**src/sv/cma_pkg.sv**
```systemverilog
// Shared types and constants of the confusion-matrix accumulator.
`default_nettype none

package cma_pkg;

    localparam int SCORE_INPUTS = 8;   // score fields per item
    localparam int LABEL_BITS   = 3;   // label, prediction, row and column fields
    localparam int CFG_BITS     = 4;   // classes-in-use register
    localparam int MIN_CLASSES  = 2;

    typedef enum logic {
        ACT_RECORD = 1'b0,
        ACT_READ   = 1'b1
    } action_t;

    // Per-class counter bumps issued by the update stage
    typedef struct packed {
        logic tp;
        logic fp;
        logic fn;
    } cnt_bump_t;

endpackage

`default_nettype wire

```
**src/sv/cma_in_if.sv**
```systemverilog
// Input channel: record or read items.
`default_nettype none

interface cma_in_if #(
    parameter int SCORE_BITS = 16
);
    import cma_pkg::*;

    logic                         valid;
    logic                         ready;
    logic                         action;
    logic [LABEL_BITS-1:0]        true_label;
    logic signed [SCORE_BITS-1:0] score_0;
    logic signed [SCORE_BITS-1:0] score_1;
    logic signed [SCORE_BITS-1:0] score_2;
    logic signed [SCORE_BITS-1:0] score_3;
    logic signed [SCORE_BITS-1:0] score_4;
    logic signed [SCORE_BITS-1:0] score_5;
    logic signed [SCORE_BITS-1:0] score_6;
    logic signed [SCORE_BITS-1:0] score_7;
    logic [LABEL_BITS-1:0]        read_row;
    logic [LABEL_BITS-1:0]        read_col;

    modport source (
        output valid, action, true_label,
               score_0, score_1, score_2, score_3, score_4, score_5, score_6, score_7,
               read_row, read_col,
        input  ready
    );

    modport sink (
        input  valid, action, true_label,
               score_0, score_1, score_2, score_3, score_4, score_5, score_6, score_7,
               read_row, read_col,
        output ready
    );

endinterface

`default_nettype wire

```
**src/sv/cma_out_if.sv**
```systemverilog
// Output channel: one result item per input item.
`default_nettype none

interface cma_out_if #(
    parameter int COUNT_BITS = 32
);
    import cma_pkg::*;

    logic                  valid;
    logic                  ready;
    logic [LABEL_BITS-1:0] predicted_class;
    logic                  is_correct;
    logic                  label_error;
    logic [COUNT_BITS-1:0] true_pos_count;
    logic [COUNT_BITS-1:0] false_pos_count;
    logic [COUNT_BITS-1:0] false_neg_count;
    logic [COUNT_BITS-1:0] cell_count;

    modport source (
        output valid, predicted_class, is_correct, label_error,
               true_pos_count, false_pos_count, false_neg_count, cell_count,
        input  ready
    );

    modport sink (
        input  valid, predicted_class, is_correct, label_error,
               true_pos_count, false_pos_count, false_neg_count, cell_count,
        output ready
    );

endinterface

`default_nettype wire

```
**src/sv/cma_ram.sv**
```systemverilog
// Generic single-write, single-read RAM with registered read data.
`default_nettype none

module cma_ram #(
    parameter int WIDTH = 32,
    parameter int DEPTH = 64
) (
    input  wire logic                     clk,
    input  wire logic                     wr_en,
    input  wire logic [$clog2(DEPTH)-1:0] wr_addr,
    input  wire logic [WIDTH-1:0]         wr_data,
    input  wire logic                     rd_en,
    input  wire logic [$clog2(DEPTH)-1:0] rd_addr,
    output logic      [WIDTH-1:0]         rd_data
);

    logic [WIDTH-1:0] mem_reg [DEPTH];
    logic [WIDTH-1:0] rd_data_reg;

    always_ff @(posedge clk)
    begin
        if (wr_en)
        begin
            mem_reg[wr_addr] <= wr_data;
        end
        if (rd_en)
        begin
            rd_data_reg <= mem_reg[rd_addr];
        end
    end

    assign rd_data = rd_data_reg;

endmodule

`default_nettype wire

```
**src/sv/cma_argmax.sv**
```systemverilog
// Argmax over the active score lanes, lowest index wins on ties.
`default_nettype none

module cma_argmax #(
    parameter int SCORE_BITS = 16
) (
    input  wire logic signed [SCORE_BITS-1:0]            score [cma_pkg::SCORE_INPUTS],
    input  wire logic        [cma_pkg::CFG_BITS-1:0]     active_n,
    output logic             [cma_pkg::LABEL_BITS-1:0]   best
);
    import cma_pkg::*;

    logic [SCORE_INPUTS-1:0]       ok0;
    logic [3:0]                    ok1;
    logic [1:0]                    ok2;
    logic signed [SCORE_BITS-1:0]  v1 [4];
    logic signed [SCORE_BITS-1:0]  v2 [2];
    logic [LABEL_BITS-1:0]         i1 [4];
    logic [LABEL_BITS-1:0]         i2 [2];

    // Three-level compare tree; the right side wins only when active and strictly greater.
    always_comb
    begin
        for (int i = 0; i < SCORE_INPUTS; i++)
        begin
            ok0[i] = {1'b0, LABEL_BITS'(i)} < active_n;
        end

        for (int j = 0; j < 4; j++)
        begin
            if (ok0[2*j+1] && (!ok0[2*j] || score[2*j+1] > score[2*j]))
            begin
                v1[j] = score[2*j+1];
                i1[j] = LABEL_BITS'(2*j+1);
            end
            else
            begin
                v1[j] = score[2*j];
                i1[j] = LABEL_BITS'(2*j);
            end
            ok1[j] = ok0[2*j] | ok0[2*j+1];
        end

        for (int j = 0; j < 2; j++)
        begin
            if (ok1[2*j+1] && (!ok1[2*j] || v1[2*j+1] > v1[2*j]))
            begin
                v2[j] = v1[2*j+1];
                i2[j] = i1[2*j+1];
            end
            else
            begin
                v2[j] = v1[2*j];
                i2[j] = i1[2*j];
            end
            ok2[j] = ok1[2*j] | ok1[2*j+1];
        end

        if (ok2[1] && (!ok2[0] || v2[1] > v2[0]))
        begin
            best = i2[1];
        end
        else
        begin
            best = i2[0];
        end
    end

endmodule

`default_nettype wire

```
**src/sv/cma_class_counters.sv**
```systemverilog
// Per-class tp/fp/fn saturating counters; tp and fn share a read index, fp has its own.
`default_nettype none

module cma_class_counters #(
    parameter int MAX_CLASSES = 8,
    parameter int COUNT_BITS  = 32
) (
    input  wire logic                           clk,
    input  wire logic                           rst_n,
    input  wire cma_pkg::cnt_bump_t             bump,
    input  wire logic [$clog2(MAX_CLASSES)-1:0] tf_idx,
    input  wire logic [$clog2(MAX_CLASSES)-1:0] fp_idx,
    output logic      [COUNT_BITS-1:0]          tp_rd,
    output logic      [COUNT_BITS-1:0]          fp_rd,
    output logic      [COUNT_BITS-1:0]          fn_rd
);
    import cma_pkg::*;

    logic [COUNT_BITS-1:0] tp_reg [MAX_CLASSES];
    logic [COUNT_BITS-1:0] fp_reg [MAX_CLASSES];
    logic [COUNT_BITS-1:0] fn_reg [MAX_CLASSES];
    logic [COUNT_BITS-1:0] tp_next;
    logic [COUNT_BITS-1:0] fp_next;
    logic [COUNT_BITS-1:0] fn_next;

    // tp and fn share the label index; fp follows the prediction
    assign tp_rd = tp_reg[tf_idx];
    assign fn_rd = fn_reg[tf_idx];
    assign fp_rd = fp_reg[fp_idx];

    // saturate at all ones
    assign tp_next = (&tp_rd) ? tp_rd : tp_rd + COUNT_BITS'(1);
    assign fp_next = (&fp_rd) ? fp_rd : fp_rd + COUNT_BITS'(1);
    assign fn_next = (&fn_rd) ? fn_rd : fn_rd + COUNT_BITS'(1);

    always_ff @(posedge clk or negedge rst_n)
    begin
        if (!rst_n)
        begin
            for (int i = 0; i < MAX_CLASSES; i++)
            begin
                tp_reg[i] <= '0;
                fp_reg[i] <= '0;
                fn_reg[i] <= '0;
            end
        end
        else
        begin
            if (bump.tp)
            begin
                tp_reg[tf_idx] <= tp_next;
            end
            if (bump.fn)
            begin
                fn_reg[tf_idx] <= fn_next;
            end
            if (bump.fp)
            begin
                fp_reg[fp_idx] <= fp_next;
            end
        end
    end

endmodule

`default_nettype wire

```
**src/sv/confusion_matrix_accumulator.sv**
```systemverilog
// Top level of the multiclass confusion-matrix accumulator.
// Pipeline: input (A), update (B) and result (O) registers; one item per cycle while the
//   result side takes items. The matrix RAM read-modify-write spans the input and update
//   stages, with a bypass of the write made at the edge the read was taken.
// Reset: asynchronous, clears all counters (matrix entries through per-entry valid bits),
//   empties the pipeline and sets classes-in-use to its maximum; no clearing pass.
`default_nettype none

module confusion_matrix_accumulator #(
    parameter int MAX_CLASSES = 8,
    parameter int COUNT_BITS  = 32,
    parameter int SCORE_BITS  = 16   // must match the width of the sample interface
) (
    input  wire logic                         clk,
    input  wire logic                         rst_n,
    input  wire logic                         cfg_wr_en,
    input  wire logic [cma_pkg::CFG_BITS-1:0] cfg_wr_data,
    cma_in_if.sink                            sample,
    cma_out_if.source                         result
);
    import cma_pkg::*;

    localparam int CW         = $clog2(MAX_CLASSES);   // class index bits
    localparam int AW         = 2 * CW;                // matrix address {row, col}
    localparam int CELL_DEPTH = 1 << AW;
    // argmax and counting never go past the score lanes
    localparam int CLASS_LIM  = (MAX_CLASSES < SCORE_INPUTS) ? MAX_CLASSES : SCORE_INPUTS;
    localparam logic [CFG_BITS-1:0] LIM_CODE = CFG_BITS'(CLASS_LIM);
    localparam logic [CFG_BITS-1:0] MIN_CODE = CFG_BITS'(MIN_CLASSES);
    // rows / columns below this exist in the store
    localparam int ROW_LIM = (MAX_CLASSES < (1 << LABEL_BITS)) ? MAX_CLASSES : (1 << LABEL_BITS);
    localparam logic [LABEL_BITS:0] ROW_LIM_CODE = (LABEL_BITS + 1)'(ROW_LIM);

    // ---------------- configuration ----------------
    // Stored already clamped to [2, CLASS_LIM]; reset sets CLASS_LIM.
    logic [CFG_BITS-1:0] active_n_reg;
    logic [CFG_BITS-1:0] active_n_next;

    always_comb
    begin
        if (cfg_wr_data < MIN_CODE)
        begin
            active_n_next = MIN_CODE;
        end
        else if (cfg_wr_data > LIM_CODE)
        begin
            active_n_next = LIM_CODE;
        end
        else
        begin
            active_n_next = cfg_wr_data;
        end
    end

    always_ff @(posedge clk or negedge rst_n)
    begin
        if (!rst_n)
        begin
            active_n_reg <= LIM_CODE;
        end
        else if (cfg_wr_en)
        begin
            active_n_reg <= active_n_next;
        end
    end

    // ---------------- handshake ----------------
    // Three registered stages: input (A), update (B), result (O).
    logic a_valid_reg;
    logic b_valid_reg;
    logic o_valid_reg;
    logic o_load;
    logic b_ready;
    logic a_advance;
    logic in_fire;

    assign o_load    = b_valid_reg && (!o_valid_reg || result.ready);
    assign b_ready   = !b_valid_reg || o_load;
    assign a_advance = a_valid_reg && b_ready;
    assign sample.ready = !a_valid_reg || b_ready;
    assign in_fire   = sample.valid && sample.ready;

    // ---------------- stage A: input register ----------------
    action_t                      a_action_reg;
    logic [LABEL_BITS-1:0]        a_label_reg;
    logic [LABEL_BITS-1:0]        a_row_reg;
    logic [LABEL_BITS-1:0]        a_col_reg;
    logic signed [SCORE_BITS-1:0] a_score_reg [SCORE_INPUTS];
    logic signed [SCORE_BITS-1:0] in_score    [SCORE_INPUTS];

    assign in_score[0] = sample.score_0;
    assign in_score[1] = sample.score_1;
    assign in_score[2] = sample.score_2;
    assign in_score[3] = sample.score_3;
    assign in_score[4] = sample.score_4;
    assign in_score[5] = sample.score_5;
    assign in_score[6] = sample.score_6;
    assign in_score[7] = sample.score_7;

    always_ff @(posedge clk or negedge rst_n)
    begin
        if (!rst_n)
        begin
            a_valid_reg <= 1'b0;
        end
        else if (sample.ready)
        begin
            a_valid_reg <= sample.valid;
        end
    end

    always_ff @(posedge clk)
    begin
        if (in_fire)
        begin
            a_action_reg <= action_t'(sample.action);
            a_label_reg  <= sample.true_label;
            a_row_reg    <= sample.read_row;
            a_col_reg    <= sample.read_col;
            for (int i = 0; i < SCORE_INPUTS; i++)
            begin
                a_score_reg[i] <= in_score[i];
            end
        end
    end

    // Stage A logic: argmax, range checks, matrix address for the RAM read.
    logic [LABEL_BITS-1:0] a_best;
    logic                  a_label_err;
    logic                  a_row_ok;
    logic                  a_col_ok;
    logic [AW-1:0]         a_addr;
    logic [CW-1:0]         a_tf_idx;
    logic [CW-1:0]         a_fp_idx;

    cma_argmax #(
        .SCORE_BITS (SCORE_BITS)
    ) u_argmax (
        .score    (a_score_reg),
        .active_n (active_n_reg),
        .best     (a_best)
    );

    assign a_label_err = {1'b0, a_label_reg} >= active_n_reg;
    assign a_row_ok    = {1'b0, a_row_reg} < ROW_LIM_CODE;
    assign a_col_ok    = {1'b0, a_col_reg} < ROW_LIM_CODE;

    // A read item reuses the label-side and prediction-side paths with its row.
    always_comb
    begin
        if (a_action_reg == ACT_READ)
        begin
            a_tf_idx = CW'(a_row_reg);
            a_fp_idx = CW'(a_row_reg);
            a_addr   = {CW'(a_row_reg), CW'(a_col_reg)};
        end
        else
        begin
            a_tf_idx = CW'(a_label_reg);
            a_fp_idx = CW'(a_best);
            a_addr   = {CW'(a_label_reg), CW'(a_best)};
        end
    end

    // ---------------- stage B: update ----------------
    action_t               b_action_reg;
    logic [LABEL_BITS-1:0] b_best_reg;
    logic                  b_correct_reg;
    logic                  b_label_err_reg;
    logic                  b_row_ok_reg;
    logic                  b_cell_ok_reg;
    logic [CW-1:0]         b_tf_idx_reg;
    logic [CW-1:0]         b_fp_idx_reg;
    logic [AW-1:0]         b_addr_reg;

    always_ff @(posedge clk or negedge rst_n)
    begin
        if (!rst_n)
        begin
            b_valid_reg <= 1'b0;
        end
        else if (b_ready)
        begin
            b_valid_reg <= a_valid_reg;
        end
    end

    always_ff @(posedge clk)
    begin
        if (a_advance)
        begin
            b_action_reg    <= a_action_reg;
            b_best_reg      <= a_best;
            b_correct_reg   <= !a_label_err && (a_label_reg == a_best);
            b_label_err_reg <= a_label_err;
            b_row_ok_reg    <= a_row_ok;
            // record: counted only with a good label; read: both indexes in the store
            b_cell_ok_reg   <= (a_action_reg == ACT_READ) ? (a_row_ok && a_col_ok) : !a_label_err;
            b_tf_idx_reg    <= a_tf_idx;
            b_fp_idx_reg    <= a_fp_idx;
            b_addr_reg      <= a_addr;
        end
    end

    // Matrix store: RAM plus one valid bit per entry so reset reads as zero.
    logic [COUNT_BITS-1:0] cell_rd;
    logic [COUNT_BITS-1:0] cell_old;
    logic [COUNT_BITS-1:0] cell_new;
    logic                  cell_wr_en;
    logic [CELL_DEPTH-1:0] cell_vld_reg;
    logic                  fwd_valid_reg;
    logic [AW-1:0]         fwd_addr_reg;
    logic [COUNT_BITS-1:0] fwd_data_reg;
    logic                  b_record_ok;

    assign b_record_ok = (b_action_reg == ACT_RECORD) && b_cell_ok_reg;
    assign cell_wr_en  = o_load && b_record_ok;

    cma_ram #(
        .WIDTH (COUNT_BITS),
        .DEPTH (CELL_DEPTH)
    ) u_cell_ram (
        .clk     (clk),
        .wr_en   (cell_wr_en),
        .wr_addr (b_addr_reg),
        .wr_data (cell_new),
        .rd_en   (a_advance),
        .rd_addr (a_addr),
        .rd_data (cell_rd)
    );

    // The RAM read misses a write made at the same edge; take that value from the bypass.
    always_comb
    begin
        if (fwd_valid_reg && (fwd_addr_reg == b_addr_reg))
        begin
            cell_old = fwd_data_reg;
        end
        else if (cell_vld_reg[b_addr_reg])
        begin
            cell_old = cell_rd;
        end
        else
        begin
            cell_old = '0;
        end
    end

    assign cell_new = (&cell_old) ? cell_old : cell_old + COUNT_BITS'(1);

    always_ff @(posedge clk or negedge rst_n)
    begin
        if (!rst_n)
        begin
            cell_vld_reg  <= '0;
            fwd_valid_reg <= 1'b0;
        end
        else
        begin
            if (cell_wr_en)
            begin
                cell_vld_reg[b_addr_reg] <= 1'b1;
            end
            // bypass tracks the write seen (or not) by the item entering stage B
            if (a_advance)
            begin
                fwd_valid_reg <= cell_wr_en;
            end
        end
    end

    always_ff @(posedge clk)
    begin
        if (a_advance)
        begin
            fwd_addr_reg <= b_addr_reg;
            fwd_data_reg <= cell_new;
        end
    end

    // Per-class counters
    cnt_bump_t             bump;
    logic [COUNT_BITS-1:0] tp_rd;
    logic [COUNT_BITS-1:0] fp_rd;
    logic [COUNT_BITS-1:0] fn_rd;

    assign bump.tp = o_load && b_record_ok && b_correct_reg;
    assign bump.fn = o_load && b_record_ok && !b_correct_reg;
    assign bump.fp = o_load && b_record_ok && !b_correct_reg;

    cma_class_counters #(
        .MAX_CLASSES (MAX_CLASSES),
        .COUNT_BITS  (COUNT_BITS)
    ) u_counters (
        .clk    (clk),
        .rst_n  (rst_n),
        .bump   (bump),
        .tf_idx (b_tf_idx_reg),
        .fp_idx (b_fp_idx_reg),
        .tp_rd  (tp_rd),
        .fp_rd  (fp_rd),
        .fn_rd  (fn_rd)
    );

    // ---------------- stage O: result register ----------------
    logic [LABEL_BITS-1:0] o_pred_reg;
    logic                  o_correct_reg;
    logic                  o_lerr_reg;
    logic [COUNT_BITS-1:0] o_tp_reg;
    logic [COUNT_BITS-1:0] o_fp_reg;
    logic [COUNT_BITS-1:0] o_fn_reg;
    logic [COUNT_BITS-1:0] o_cell_reg;
    logic                  b_is_read;

    assign b_is_read = (b_action_reg == ACT_READ);

    always_ff @(posedge clk or negedge rst_n)
    begin
        if (!rst_n)
        begin
            o_valid_reg <= 1'b0;
        end
        else if (!o_valid_reg || result.ready)
        begin
            o_valid_reg <= b_valid_reg;
        end
    end

    // Record items report the prediction; read items report the counters.
    always_ff @(posedge clk)
    begin
        if (o_load)
        begin
            o_pred_reg    <= b_is_read ? '0 : b_best_reg;
            o_correct_reg <= !b_is_read && b_correct_reg;
            o_lerr_reg    <= !b_is_read && b_label_err_reg;
            o_tp_reg      <= (b_is_read && b_row_ok_reg) ? tp_rd : '0;
            o_fp_reg      <= (b_is_read && b_row_ok_reg) ? fp_rd : '0;
            o_fn_reg      <= (b_is_read && b_row_ok_reg) ? fn_rd : '0;
            o_cell_reg    <= (b_is_read && b_cell_ok_reg) ? cell_old : '0;
        end
    end

    assign result.valid           = o_valid_reg;
    assign result.predicted_class = o_pred_reg;
    assign result.is_correct      = o_correct_reg;
    assign result.label_error     = o_lerr_reg;
    assign result.true_pos_count  = o_tp_reg;
    assign result.false_pos_count = o_fp_reg;
    assign result.false_neg_count = o_fn_reg;
    assign result.cell_count      = o_cell_reg;

`ifndef SYNTHESIS
    // A flagged label is never reported as correct and carries no counts.
    assert property (@(posedge clk) disable iff (!rst_n)
        result.valid && result.label_error |-> !result.is_correct && result.cell_count == '0)
        else $error("label error with correct flag or counts");

    // A matrix write marks its entry valid.
    assert property (@(posedge clk) disable iff (!rst_n)
        cell_wr_en |=> cell_vld_reg[$past(b_addr_reg)])
        else $error("matrix entry not marked valid after write");

    // Stage A holds its item while stage B cannot take it.
    assert property (@(posedge clk) disable iff (!rst_n)
        a_valid_reg && !b_ready |=> a_valid_reg)
        else $error("stage A item dropped under stall");

    // An accepted item lands in stage A.
    assert property (@(posedge clk) disable iff (!rst_n)
        in_fire |=> a_valid_reg)
        else $error("accepted item not captured");

    // Counters change only when a record item leaves the update stage.
    assert property (@(posedge clk) disable iff (!rst_n)
        (bump.tp || bump.fp || cell_wr_en) |-> o_load && !b_is_read)
        else $error("counter update outside a record item");
`endif

endmodule

`default_nettype wire

```
**src/flat_wrapper.sv**
```systemverilog
// flat-port wrapper written by rule: the top's interface ports become plain ports
module confusion_matrix_accumulator_flat import cma_pkg::*;
#(
    parameter int MAX_CLASSES = 8,
    parameter int COUNT_BITS  = 32,
    parameter int SCORE_BITS  = 16                                                  
)
  (clk, rst_n, cfg_wr_en, cfg_wr_data, sample_valid, sample_action, sample_true_label, sample_score_0, sample_score_1, sample_score_2, sample_score_3, sample_score_4, sample_score_5, sample_score_6, sample_score_7, sample_read_row, sample_read_col, sample_ready, result_valid, result_predicted_class, result_is_correct, result_label_error, result_true_pos_count, result_false_pos_count, result_false_neg_count, result_cell_count, result_ready);
  cma_in_if #(.SCORE_BITS(SCORE_BITS)) sample_i ();
  cma_out_if #(.COUNT_BITS(COUNT_BITS)) result_i ();
  input  wire logic clk;
  input  wire logic rst_n;
  input  wire logic cfg_wr_en;
  input  wire logic [cma_pkg::CFG_BITS-1:0] cfg_wr_data;
  input wire logic [$bits(sample_i.valid)-1:0] sample_valid;
  input wire logic [$bits(sample_i.action)-1:0] sample_action;
  input wire logic [$bits(sample_i.true_label)-1:0] sample_true_label;
  input wire logic [$bits(sample_i.score_0)-1:0] sample_score_0;
  input wire logic [$bits(sample_i.score_1)-1:0] sample_score_1;
  input wire logic [$bits(sample_i.score_2)-1:0] sample_score_2;
  input wire logic [$bits(sample_i.score_3)-1:0] sample_score_3;
  input wire logic [$bits(sample_i.score_4)-1:0] sample_score_4;
  input wire logic [$bits(sample_i.score_5)-1:0] sample_score_5;
  input wire logic [$bits(sample_i.score_6)-1:0] sample_score_6;
  input wire logic [$bits(sample_i.score_7)-1:0] sample_score_7;
  input wire logic [$bits(sample_i.read_row)-1:0] sample_read_row;
  input wire logic [$bits(sample_i.read_col)-1:0] sample_read_col;
  output wire logic [$bits(sample_i.ready)-1:0] sample_ready;
  output wire logic [$bits(result_i.valid)-1:0] result_valid;
  output wire logic [$bits(result_i.predicted_class)-1:0] result_predicted_class;
  output wire logic [$bits(result_i.is_correct)-1:0] result_is_correct;
  output wire logic [$bits(result_i.label_error)-1:0] result_label_error;
  output wire logic [$bits(result_i.true_pos_count)-1:0] result_true_pos_count;
  output wire logic [$bits(result_i.false_pos_count)-1:0] result_false_pos_count;
  output wire logic [$bits(result_i.false_neg_count)-1:0] result_false_neg_count;
  output wire logic [$bits(result_i.cell_count)-1:0] result_cell_count;
  input wire logic [$bits(result_i.ready)-1:0] result_ready;
  assign sample_i.valid = sample_valid;
  assign sample_i.action = sample_action;
  assign sample_i.true_label = sample_true_label;
  assign sample_i.score_0 = sample_score_0;
  assign sample_i.score_1 = sample_score_1;
  assign sample_i.score_2 = sample_score_2;
  assign sample_i.score_3 = sample_score_3;
  assign sample_i.score_4 = sample_score_4;
  assign sample_i.score_5 = sample_score_5;
  assign sample_i.score_6 = sample_score_6;
  assign sample_i.score_7 = sample_score_7;
  assign sample_i.read_row = sample_read_row;
  assign sample_i.read_col = sample_read_col;
  assign sample_ready = sample_i.ready;
  assign result_valid = result_i.valid;
  assign result_predicted_class = result_i.predicted_class;
  assign result_is_correct = result_i.is_correct;
  assign result_label_error = result_i.label_error;
  assign result_true_pos_count = result_i.true_pos_count;
  assign result_false_pos_count = result_i.false_pos_count;
  assign result_false_neg_count = result_i.false_neg_count;
  assign result_cell_count = result_i.cell_count;
  assign result_i.ready = result_ready;
  confusion_matrix_accumulator #(.MAX_CLASSES(MAX_CLASSES), .COUNT_BITS(COUNT_BITS), .SCORE_BITS(SCORE_BITS)) u_core (.clk(clk), .rst_n(rst_n), .cfg_wr_en(cfg_wr_en), .cfg_wr_data(cfg_wr_data), .sample(sample_i), .result(result_i));
endmodule
```
**config.mk**
```make
export PLATFORM = sky130hd
export DESIGN_NAME = confusion_matrix_accumulator_flat
export DESIGN_NICKNAME = d
export VERILOG_FILES = /design/src/sv/cma_pkg.sv /design/src/sv/cma_in_if.sv /design/src/sv/cma_out_if.sv /design/src/sv/cma_ram.sv /design/src/sv/cma_argmax.sv /design/src/sv/cma_class_counters.sv /design/src/sv/confusion_matrix_accumulator.sv /design/src/flat_wrapper.sv
export SDC_FILE = /design/constraint.sdc
export NUM_CORES = 2
export LEC_CHECK = 0
export BUFFER_PORTS_ARGS = -buffer_cell sky130_fd_sc_hd__buf_2
export CAP_MARGIN = 20
export CORE_MARGIN = 2
export CORE_UTILIZATION = 45
export DETAILED_ROUTE_END_ITERATION = 10
export PLACE_DENSITY = 0.63
export SKIP_LAST_GASP = 1
export SLEW_MARGIN = 10
export SYNTH_ARGS = -nofsm -noshare
export SYNTH_HDL_FRONTEND = slang
export SYNTH_SLANG_ARGS = --single-unit
```
**constraint.sdc**
```tcl
create_clock -name clk -period 9.51 [get_ports clk]
set_input_delay 1.4265 -clock clk [delete_from_list [all_inputs] [get_ports clk]]
set_output_delay 1.4265 -clock clk [all_outputs]
set_load 0.01 [all_outputs]
```
* Word level (Yosys, flattened, before mapping)
Memories as Yosys holds them, arrays and structs flattened. A register that Yosys moved wholly into a read port is not among the register bits. Cells that the tools add are included.
Cells by class: reduce and logical (&&, ||, !) cells 49, muxes and demuxes 46, order comparisons 24, bitwise logic cells 10, add/sub/neg operators 4, eq/ne operators 2
Operators with widths (count):
- 256-bit bitwise mux | 3
- 32-bit 2-to-1 mux | 14
- 32-bit binary-select mux with 3-bit select | 3
- 32-bit demux with 3-bit select | 2
- 32-bit by 1-bit adder with 32-bit output (second input constant) | 4
- 32-bit AND reduction | 4
- 16-bit greater-than comparator | 7
- 16-bit 2-to-1 mux | 6
- 64-bit OR | 1
- 1-bit logical AND | 22
- 3-bit by 4-bit < comparator with 1-bit output (first input constant) | 4
- 3-bit 2-to-1 mux | 5
- 1-bit logical NOT | 13
- 1-bit logical OR | 10
- 4-bit greater-or-equal comparator (second input constant) | 2
- 1-bit by 4-bit < comparator with 1-bit output (first input constant) | 2
- 2-bit by 4-bit < comparator with 1-bit output (first input constant) | 2
- 4-bit by 1-bit < comparator with 1-bit output (second input constant) | 2
- 1-bit 2-to-1 mux | 8
- 4-bit 2-to-1 mux | 2
- 3-bit inverter with 4-bit output | 2
- 6-bit by 7-bit < comparator with 1-bit output (second input constant) | 1
- 1-bit binary-select mux with 6-bit select | 1
- 1-bit demux with 6-bit select | 1
- other kinds (9) | 14
Word-level totals: register bits 1168, input bits 147, output and inout port bits 135, memories kept 1, RAM bits 2048
Memory list:
- u_core.u_cell_ram.mem_reg | words 64, bits a word 32, read ports 1, clocked after Yosys merged registers in 1, write ports 1, line cma_ram.sv:17 | logic [WIDTH-1:0] mem_reg [DEPTH];

* Longest topological paths before layout
depth in word-level cells 15, gate-level depth with buffers 39, depth with buffers taken out 30

* Modules after synthesis
A second synthesis with hierarchy kept.
Second synthesis, totals: cells, all modules 8284, area, all modules 134341.3 um2
By module, submodules not included:
- cma_ram | area each 78835.6 um2, instances 1, seq. area each 62459.9 um2, cells each 3324
- cma_class_counters | area each 36017.0 um2, instances 1, seq. area each 19218.4 um2, cells each 3455
- confusion_matrix_accumulator | area each 15484.9 um2, instances 1, seq. area each 11562.3 um2, cells each 992
- cma_argmax | area each 4003.8 um2, instances 1, seq. area each 0.0 um2, cells each 513

* Least setup slack after synthesis
No wires, ideal clock.
path kind input to register, start in result_ready, end mem u_core.u_cell_ram.mem_reg[57][0], enable pin, path slack 1.290 ns, data required time 9.048 ns, data arrival time 7.758 ns, cell stages on the path 6, cell sequence nand2b_1 and2_1 nand3b_1 nor2_1 nand2_1 nor3_1
Between the ends: longest elaborated chain between the ends 5
Ends and longest elaborated chain:
- from (decl) | line flat_wrapper.sv:37 | input wire logic [$bits(result_i.ready)-1:0] result_ready;
- 1-bit logical OR | line confusion_matrix_accumulator.sv:77 | assign o_load = b_valid_reg && (!o_valid_reg || result.ready);
- 1-bit logical AND | line confusion_matrix_accumulator.sv:77
- net u_core.o_load | line confusion_matrix_accumulator.sv:72 | logic o_load;
- 1-bit logical AND | line confusion_matrix_accumulator.sv:217 | assign cell_wr_en = o_load && b_record_ok;
- 1-bit 2-to-1 mux | line cma_ram.sv:22 | if (wr_en)
- 1-bit 2-to-1 mux (not written as such) | line cma_ram.sv:24 | mem_reg[wr_addr] <= wr_data;
- to (decl) | line cma_ram.sv:17
The timed path passes the listed nets, and every way through them passes these cells.

* Final worst setup path
start reg u_core.a_score_reg[71] (netlist name), end reg u_core.u_cell_ram.rd_data_reg[31], in the netlist u_core.u_cell_ram.rd_data[31] (read register of u_core.u_cell_ram.mem_reg) (data pin)
Between the ends: longest elaborated chain between the ends 13
Ends and longest elaborated chain:
- from (decl) | line confusion_matrix_accumulator.sv:88 | logic signed [SCORE_BITS-1:0] a_score_reg [SCORE_INPUTS];
- from (signal, indexed assignment) | line confusion_matrix_accumulator.sv:122 | a_score_reg[i] <= in_score[i];
- 16-bit greater-than comparator | line cma_argmax.sv:31 | if (ok0[2*j+1] && (!ok0[2*j] || score[2*j+1] > score[2*j]))
- 1-bit logical OR | line cma_argmax.sv:31
- 1-bit logical AND | line cma_argmax.sv:31
- 16-bit 2-to-1 mux | line cma_argmax.sv:31
- 16-bit greater-than comparator | line cma_argmax.sv:46 | if (ok1[2*j+1] && (!ok1[2*j] || v1[2*j+1] > v1[2*j]))
- 1-bit logical OR | line cma_argmax.sv:46
- 1-bit logical AND | line cma_argmax.sv:46
- 16-bit 2-to-1 mux | line cma_argmax.sv:46
- 16-bit greater-than comparator | line cma_argmax.sv:59 | if (ok2[1] && (!ok2[0] || v2[1] > v2[0]))
- 1-bit logical OR | line cma_argmax.sv:59
- 1-bit logical AND | line cma_argmax.sv:59
- 3-bit 2-to-1 mux * | line cma_argmax.sv:59
- 6-bit 2-to-1 mux * | line confusion_matrix_accumulator.sv:151 | if (a_action_reg == ACT_READ)
- to (decl) | line cma_ram.sv:18 | logic [WIDTH-1:0] rd_data_reg;
Mark *: on every way between the ends. The rest lies on a longest branch, timed or not. A chain may end at the register's enable or synchronous reset.

==> qor.yml <==
power_and_ir_drop:
  netSwitchingFraction: 0.289
  power-per-cell-area_nw_per_um2: 241
  power_switching_mw: 10.8
  combPwrFrac: 0.190
  power.total_mw: 37.4
  p_int_mw: 26.6
  power.ir.vdd_worst_mv: 0.164
  power.static_leakage_nw: 58.7
  p_clk_frac: 0.362
  power.share.sequential: 0.448
clocking:
  cts.htree.levels: 5
  cts_bufs_inserted: 342
  cts_max_path_buffers: 4
  clock_tree.root_cell: "sky130_fd_sc_hd__clkbuf_16"
  cts.reportedPaths.clkPinSlew_ns: 0.06
  clkLatencyLatePin_ns: 0.98
  tritoncts: "yes"
  clock-sinks: 3245
cells_and_area:
  area_delta_synth_final_pct: 14.7
  fillers: 24600
  postLayoutCoreUtil: 0.519
  finish.net_count: 10500
  largest_register_ff_count: 2048
  post_route_cells_drive_above_1_share: 0.179
  final_non_filler_cell_total: 14500
  layout.cell_area.non_filler_um2: 155000
grt:
  antenna_violations_before_repair: 14
  gr_usage_total: 0.273
  overflow: 0
  grt_pass1_wl_um: 612000
  grt_max_degree: 181
  first_global_vias: 86800
die:
  die-area_um2: 305000
  floorplan_row_count: 201
  floorplan.io_pins: 282
  die-height_um: 553
  start_util: 0.452
  floorplan.die.width_um: 553
  coreArea_um2: 300000
drt:
  drt-initial-drc-count: 12200
  avgRoutedWirePerCell_um: 29.5
  drt_pass1_iterations: 6
  route.antenna.remaining_nets: 0
  post-route-drc-count: 0
  routed-via-count: 89200
  wirelength_um: 426000
  viasPerCell: 6.17
logic_synthesis:
  synth_seq_cells: 3245
  yosys_warnings: 0
  share_of_the_yosys_chip_area_belonging_to_registers: 0.688
  synth_fp_nets: 10000
  cell_area_after_synthesis_um2: 135000
  postSynthCellCount: 9761
  synth-edff-count: 2405
  postSynth.asyncResetShare: 0.259
  synth_cell_types: 112
  syn-mean-instance-area_um2: 13.9
  yosys_most_used_dff: "sky130_fd_sc_hd__edfxtp_1"
setup_path:
  worstSetupEndpointType: "flop"
  crit-reg2reg-launch: "u_core.a_score_reg[71]"
  timing.setup.critical_path_class: "reg -> reg"
  critical-path-max-stage-delay_ns: 0.46
  reg2reg_setup_slack_ns: 0.32
  path_max_fanout: 40
  worst-r2r-cell-count: 32
  data_arrival_time_at_the_worst_slack_endpoint_ns: 9.88
  cp_data_required_time_ns: 10.20
  worstReg2RegEnd: "u_core.u_cell_ram.rd_data[31]"
  cp_slowest_cell: "sky130_fd_sc_hd__mux2i_4"
  worst_setup_path_start_kind: "flop"
min_path:
  worst_hold_startpoint: "u_core.cell_vld_reg[50]"
  min_delay_worst_endpoint: "u_core.cell_vld_reg[50]"
  min-delay-path-class: "reg -> reg"
  whs_path_depth: 1
timing:
  totalNegativeSetupSlack_ns: 0
  post-route-min-period_ns: 9.19
  worst_slew_margin_rel: 0.119
  period_share: 0.966
  final_number_of_setup_violating_endpoints: 0
  clock.fmax_ghz: 0.109
  tightestPinTransition_ns: 1.32
  hold_viol: 0
  finalClockSkew_ns: 0.0930
  layout_setup_ws_ns: 0.323
  grt_setup_unrepaired: "false"
  whs_ns: 0.462
  finalMaxSlewViolations: 0
placement:
  dp_slack_ns: 0.0726
  place.port_buffers: 281
  post_dp_cell_area_um2: 144000
  placed_cells: 13800
  dp.final_hpwl_um: 248000
  globalplace.congestion: 0.897
run_status:
  outcome: "completed"
flow_run:
  cap_viol_max_count: 0
==> kinds of logic after synthesis <==
| logic type | after synthesis | share of synthesized area |
|---|---|---|
| AOI/OAI and AO/OA | 1965 | 0.0911 |
| buffers and inverters | 703 | 0.0241 |
| and+or+nand+nor | 2687 | 0.0875 |
| DFF | 3245 | 0.688 |
| muxes | 917 | 0.0889 |
| xor gates and xnor gates | 125 | 0.00883 |
| adders and majority gates | 119 | 0.0110 |
==> area by class of cell <==
class                   instances  area, um^2  share of cell area
diodes                          6        15.0           0.0000967
clock buffers                 432        9230              0.0594
clock inverters               186        2110              0.0136
inverters                     114         448             0.00288
multi-input cells            5814       40100               0.258
flip-flops and latches       3245       93200               0.600
well taps                    3958        4950              0.0319
repair buffers                700        5220              0.0336
==> synthesized netlist by cell type, types with 46 or more instances <==
library cell	n	share of area
sky130_fd_sc_hd__a21oi_1	541	0.020
sky130_fd_sc_hd__a221o_1	81	0.0060
sky130_fd_sc_hd__a221oi_1	134	0.0087
sky130_fd_sc_hd__a22oi_1	46	0.0025
sky130_fd_sc_hd__and2_1	62	0.0029
sky130_fd_sc_hd__buf_2	125	0.0046
sky130_fd_sc_hd__buf_4	54	0.0030
sky130_fd_sc_hd__clkbuf_1	343	0.0095
sky130_fd_sc_hd__dfrtp_1	839	0.16
sky130_fd_sc_hd__edfxtp_1	2405	0.53
sky130_fd_sc_hd__ha_1	119	0.011
sky130_fd_sc_hd__inv_1	111	0.0031
sky130_fd_sc_hd__mux2_2	173	0.014
sky130_fd_sc_hd__mux2i_1	530	0.039
sky130_fd_sc_hd__mux4_2	210	0.035
sky130_fd_sc_hd__nand2_1	1778	0.049
sky130_fd_sc_hd__nand3_1	73	0.0027
sky130_fd_sc_hd__nor2_1	251	0.0070
sky130_fd_sc_hd__nor2b_1	101	0.0047
sky130_fd_sc_hd__nor3_1	63	0.0023
sky130_fd_sc_hd__nor4_1	69	0.0032
sky130_fd_sc_hd__o21ai_0	678	0.025
sky130_fd_sc_hd__o221ai_1	101	0.0065
sky130_fd_sc_hd__o22ai_1	76	0.0035
sky130_fd_sc_hd__or2_2	73	0.0034
sky130_fd_sc_hd__xnor2_1	66	0.0043
sky130_fd_sc_hd__xor2_1	47	0.0030
==> timing repair <==
action | 4_1_cts | 5_1_grt
hold endpoints to repair | 0 | 0
setup buffers | 0 | 5
resized for setup | 1 | 13
cloned | 0 | 1
hold buffers | 0 | 0
endpoints found under the setup margin | 1 | 32
pin swaps | 0 | 1
==> layer usage <==
metal / track usage / part of all wire / vias to the layer above / wire length [um]
met3: 0.0536 / 0.11 / 913 / 48200
met5: 0 / 0.000026 / - / 11
met2: 0.417 / 0.45 / 5218 / 191000
met1: 0.383 / 0.40 / 45400 / 168000
met4: 0.111 / 0.044 / 2 / 18800
li1: - / - / 37600 / -
==> power groups by stage <==
stage          Sequential [mW]  Clock, mW  Combinational, mW
2_1_floorplan             17.0          0               4.17
3_3_place_gp              17.0          0               6.85
3_5_place_dp              17.0          0               6.99
4_1_cts                   16.8       13.7               7.01
5_1_grt                   16.8       14.2               7.56
6_report                  16.8       13.5               7.12
==> cells in the final DEF (no fill, tap or decap), types with 99 or more instances in the layout <==
cell type                      n
sky130_fd_sc_hd__a21oi_1     537
sky130_fd_sc_hd__a221oi_1    132
sky130_fd_sc_hd__buf_2       280
sky130_fd_sc_hd__buf_4       367
sky130_fd_sc_hd__clkbuf_16   349
sky130_fd_sc_hd__dfrtp_1     839
sky130_fd_sc_hd__edfxtp_1   2405
sky130_fd_sc_hd__ha_1        119
sky130_fd_sc_hd__inv_1       111
sky130_fd_sc_hd__mux2_2      172
sky130_fd_sc_hd__mux2i_1     529
sky130_fd_sc_hd__mux4_2      210
sky130_fd_sc_hd__nand2_1    1752
sky130_fd_sc_hd__nor2_1      173
sky130_fd_sc_hd__nor2b_1      99
sky130_fd_sc_hd__o21ai_0     678
sky130_fd_sc_hd__o221ai_1    101
==> worst max-delay path, delay by kind of cell (launching register included) <==
kind            cells  cell delay, ns
buf+inv             4            0.93
fa+ha+maj           3            0.91
mux                 1            0.46
compound gates     14            3.82
simple gates       10            2.32
flops               1            0.39
==> worst max-delay path by stage <==
stage / from / slack, ns / endpoint / cells past startpoint
detailed placement: u_core.a_score_reg[71] / 0.07 / u_core.u_cell_ram.rd_data[6] / 29
global route: u_core.a_score_reg[71] / 0.01 / u_core.u_cell_ram.rd_data[0] / 32
CTS: u_core.a_score_reg[71] / 0.01 / u_core.u_cell_ram.rd_data[24] / 31
global placement: u_core.a_score_reg[71] / 0.06 / u_core.u_cell_ram.rd_data[6] / 28
finish: u_core.a_score_reg[71] / 0.32 / u_core.u_cell_ram.rd_data[31] / 32
floorplan: result_ready / 1.29 / u_core.u_cell_ram.mem_reg[57][0] / 6
(Power assumes the default switching activity.)
